$ cat config.mk
export PLATFORM = sky130hd
export DESIGN_NAME = ttf_mul
export DESIGN_NICKNAME = d
export VERILOG_FILES = /design/src/rtl/core/ttf_pkg.sv /design/src/rtl/core/ttf_mul.sv
export SDC_FILE = /design/constraint.sdc
export NUM_CORES = 2
export LEC_CHECK = 0
export ABC_AREA = 0
export CAP_MARGIN = 20
export CORE_MARGIN = 3
export CORE_UTILIZATION = 40
export CTS_BUF_LIST = sky130_fd_sc_hd__clkbuf_16
export CTS_CLUSTER_DIAMETER = 150
export DETAILED_ROUTE_END_ITERATION = 8
export DONT_BUFFER_PORTS = 1
export GPL_TIMING_DRIVEN = 0
export HOLD_SLACK_MARGIN = 0.02
export SKIP_CTS_REPAIR_TIMING = 1
export SLEW_MARGIN = 20
export SYNTH_ARGS = -nofsm -noshare
export SYNTH_HDL_FRONTEND = slang
export SYNTH_SLANG_ARGS = --single-unit
export TNS_END_PERCENT = 5
$ cat constraint.sdc
create_clock -name clock -period 16.57 [get_ports clock]
set_clock_uncertainty 0.1 [all_clocks]
set_input_delay 0.8285 -clock clock [delete_from_list [all_inputs] [get_ports clock]]
set_output_delay 0.8285 -clock clock [all_outputs]
set_load 0.05 [all_outputs]
$ cat src/rtl/core/ttf_pkg.sv
// ttf_pkg: widths, types and small helpers shared by the tangent frame block
// used by ttf_mul, ttf_sqdiv and triangle_tangent_frame; no dependencies

package ttf_pkg;

   localparam int COORD_BITS = 16;
   localparam int TEX_BITS   = 16;
   localparam int NORM_BITS  = 16;
   localparam int OUT_BITS   = 16;

   // edge and uv delta widths, raw tangent/bitangent/determinant width
   localparam int E_BITS   = COORD_BITS + 1;
   localparam int D_BITS   = TEX_BITS + 1;
   localparam int RAW_BITS = E_BITS + D_BITS + 1;
   localparam int MAG_BITS = RAW_BITS - 1;

   // normalisation windows
   localparam int TAN_TOP = 29;
   localparam int BIT_TOP = 14;

   // shared multiplier
   localparam int MUL_BITS  = 32;
   localparam int PROD_BITS = 2 * MUL_BITS;

   // root and divide
   localparam int SUM_BITS   = 2 * (TAN_TOP + 1) + 2;
   localparam int ROOT_BITS  = TAN_TOP + 2;
   localparam int UNIT_SHIFT = 15;
   localparam int NUM_BITS   = TAN_TOP + 1 + UNIT_SHIFT + 1;
   localparam int DEN_BITS   = ROOT_BITS + 1;
   localparam int QUO_BITS   = 15;
   localparam int ACC_BITS   = 64;
   localparam int ROOT_STEPS = 32;
   localparam int DIV_STEPS  = 16;
   localparam int CNT_BITS   = $clog2(ROOT_STEPS);

   // handedness test
   localparam int CR_BITS  = 32;
   localparam int DOT_BITS = 50;

   // sequencer
   localparam int STEP_BITS  = 4;
   localparam int PROD_OPS   = 14;
   localparam int SQ_OPS     = 3;
   localparam int CORNER_END = 9;

   typedef struct packed {
      logic signed [COORD_BITS-1:0] pos_x;
      logic signed [COORD_BITS-1:0] pos_y;
      logic signed [COORD_BITS-1:0] pos_z;
      logic signed [TEX_BITS-1:0]   tex_u;
      logic signed [TEX_BITS-1:0]   tex_v;
      logic signed [NORM_BITS-1:0]  norm_x;
      logic signed [NORM_BITS-1:0]  norm_y;
      logic signed [NORM_BITS-1:0]  norm_z;
   } corner_type;

   typedef enum logic [3:0] {
      ST_IDLE,
      ST_PROD,
      ST_ABS,
      ST_SCALE_T,
      ST_SQ,
      ST_ROOT,
      ST_DIV,
      ST_SCALE_B,
      ST_CORNER,
      ST_OUT
   } state_type;

   typedef struct packed {
      logic start;
      logic is_root;
   } sqdiv_cmd_type;

   function automatic logic signed [COORD_BITS-1:0] pos_at(input corner_type c,
                                                          input logic [1:0] axis);
      logic signed [COORD_BITS-1:0] v;
      case (axis)
         2'd0:    v = c.pos_x;
         2'd1:    v = c.pos_y;
         default: v = c.pos_z;
      endcase
      return v;
   endfunction

endpackage

$ cat src/rtl/core/ttf_mul.sv
// ttf_mul: shared signed multiplier with registered product
// depends on ttf_pkg

module ttf_mul (
   input  logic                                  clock,
   input  logic signed [ttf_pkg::MUL_BITS-1:0]   op_a,
   input  logic signed [ttf_pkg::MUL_BITS-1:0]   op_b,
   output logic signed [ttf_pkg::PROD_BITS-1:0]  prod_ff
);
   import ttf_pkg::*;

   logic signed [PROD_BITS-1:0] prod_in;

   assign prod_in = PROD_BITS'(op_a) * PROD_BITS'(op_b);

   always_ff @(posedge clock) begin
      prod_ff <= prod_in;
   end

endmodule

==> summary.txt <==
Drt
  • First-pass DRT Iterations: 5
  • Initial DRC count: 2456
  • Via density: 5.22
  • Detailed-route DRC error count: 0
  • Drt total wl: 137000 um
  • DR vias: 27300
  • Final ANT Viol Nets: 0
  • WL per Instance: 26.1 um

Synthesis
  • Mapped Nets: 5280
  • Synthesized flop and latch total: 64
  • Largest cells by area after synthesis: fa_1 58%, inv_1 9.5%, and2_1 8.5%, ha_1 6.1%, nand2_1 5.2%
  • Yosys top cell area share: 0.576
  • Synthesized area per cell: around 9.5 um^2
  • Synthesized cell area: 37600 um^2
  • YS warnings: 0
  • Top_reg_cell synth: dfxtp_1
  • Number of flops mapped to enable cells by yosys: 0
  • Yosys top cell by area: fa_1
  • Post-synth cell types: 70
  • Syn Inst Count: 3949
  • Sequential fraction of the synthesis area: 0.0340
  • Async set-reset flop share out of synthesis: 0

Run
  • Max Cap Viol: 0

Die
  • Die area: 97800 um^2
  • DIE WIDTH: 313 um
  • IO Count: approximately 130
  • Cell Rows: 111
  • Initial core utilization: 0.407
  • Core area: 92500 um^2
  • Chip height: 313 um

Layout
  • Layout cell share with drive strength beyond 1: 0.0174
  • Area Growth Syn to Fin: 5.24%
  • Reg area: 1280 um^2
  • Register with the most flip-flops: prod_ff
  • Max reg flops: between 60 and 70
  • Regs by FF count: prod_ff: 64 flops
  • NumNets Final: 5292
  • Area occupied by multi-input gates: approximately 32000 um^2
  • FILL cells: 9300

Worst setup path
  • Crit. path cell count: 25
  • CP endpoint: prod_ff[63]
  • CP startpoint: op_b[5]
  • Startpoint type of the worst setup path: input port
  • Critical path fanouts, max: 10
  • CP top delay family: adder cells
  • CP bufs+invs: 9
  • CP arrival: a little over 10 ns
  • WS Path Type: in -> reg
  • Critical Path Sink Type: register
  • CP max stage cell: fa_1
  • CP most frequent cell: fa_1
  • Worst Path Required: 16.72 ns
  • Max incr delay on CP: between 0.9 and 1 ns

CTS
  • CTS tree: built
  • Clock sink count: 64
  • Clock transition at path regs: around 0.06 ns
  • CTS buffer count: 9
  • CTS H-tree lvls: 3
  • CTS max path bufs: 2
  • Root buffer cell: clkbuf_16

Timing
  • Final period util: 0.617
  • Headroom to the max-slew limit: 0.164
  • Min Clock Period, post-route: between 10 and 15 ns
  • Fmax: about 98 MHz
  • Worst-margin pin slew: 1.25 ns
  • RSZ-0062 raised after global routing: no
  • Final Hold Vio Count: 0
  • Slew Limit Fails: 0
  • Fin Setup TNS: 0 ns
  • Final setup viols: 0

Placed design
  • DP Wirelength: 115000 um
  • Final GP Congestion: 1.02
  • Port Buffers: 0

GRT
  • Total gr overflow: 0
  • Largest net degree at the start of global routing: 23
  • Tot GR Track Use: 0.285
  • Initial antenna violation count: 17
  • First-pass GRT wire length: 200000 um
  • Number of global-route vias before repair: 29600

Hold path
  • Type of the most critical hold path: in -> reg

Status
  • Outcome: finished, final reports clean
-- through the flow --
stage / hold WS [ns] / instances / worst slack [ns] / utilization / cell area [um^2]
finish: 0.584 / 5229 / 6.34 / 0.428 / 39600
global route: 0.560 / 5212 / 6.12 / 0.428 / 39600
CTS: 0.541 / 5209 / 6.41 / 0.428 / 39600
detailed placement: 0.928 / 5193 / 6.08 / 0.424 / 39200
global placement: 0.929 / 5192 / 6.09 / 0.424 / 39200
floorplan: 0.856 / 3949 / 8.30 / - / 37600
-- layout by cell type (no fill, tap or decap), drive strengths merged, types with 7 or more instances in the layout --
master / count
nand3: 18
o21ai: 42
nand2: 526
ha: 184
inv: 949
nor2b: 8
nor2: 61
buf: 14
xnor2: 52
nand2b: 13
xor2: 22
clkbuf: 210
diode: 20
a211oi: 7
fa: 1082
a21oi: 68
and2: 514
and3: 11
nor3: 7
dfxtp: 64
a21o: 33
nand4: 11
-- cell usage after synthesis, drive strengths merged, types with 13 or more instances --
| cell | count |
|---|---|
| ha | 184 |
| nand2b | 13 |
| nor2 | 61 |
| clkbuf | 201 |
| fa | 1082 |
| nand3 | 18 |
| dfxtp | 64 |
| buf | 13 |
| nand2 | 526 |
| o21ai | 42 |
| a21oi | 68 |
| xor2 | 22 |
| a21o | 33 |
| inv | 949 |
| and2 | 514 |
| xnor2 | 52 |
-- area by class of cell --
class,count,share of cell area
clock buffers,9,0.00569
repair buffers,1,0.000379
diodes,20,0.00126
inverters,949,0.0899
flip-flops and latches,64,0.0323
plain buffers,214,0.0209
multi-input cells,2722,0.807
clock inverters,7,0.00303
well taps,1243,0.0393
-- metal layers --
| metal | GRT usage | part of all wire | up-vias |
|---|---|---|---|
| met5 | 0 | 0.00034 | - |
| met4 | 0.158 | 0.069 | 6 |
| met3 | 0.0707 | 0.10 | 344 |
| met2 | 0.447 | 0.46 | 1321 |
| met1 | 0.362 | 0.38 | 14300 |
| li1 | - | - | 11300 |
-- logic make-up after synthesis --
| logic type | count (synthesis) | share of synthesized area |
|---|---|---|
| compound gates | 204 | 0.0384 |
| flops | 64 | 0.0340 |
| fa+ha+maj | 1266 | 0.637 |
| buf+inv | 1163 | 0.117 |
| xor+xnor | 74 | 0.0172 |
| simple gates | 1178 | 0.157 |
-- worst min-delay path by stage --
stage	from	to	slack [ns]	depth (start not counted)
4_1_cts	op_b[0]	prod_ff[0]	0.54	1
6_report	op_b[0]	prod_ff[0]	0.58	1
3_5_place_dp	op_b[0]	prod_ff[0]	0.93	1
2_1_floorplan	op_b[0]	prod_ff[0]	0.86	1
5_1_grt	op_b[0]	prod_ff[0]	0.56	1
3_3_place_gp	op_b[0]	prod_ff[0]	0.93	1
Power is left out: the tool's default activity adds up to more than one toggle a clock period on the data nets, which glitch-free logic cannot reach.
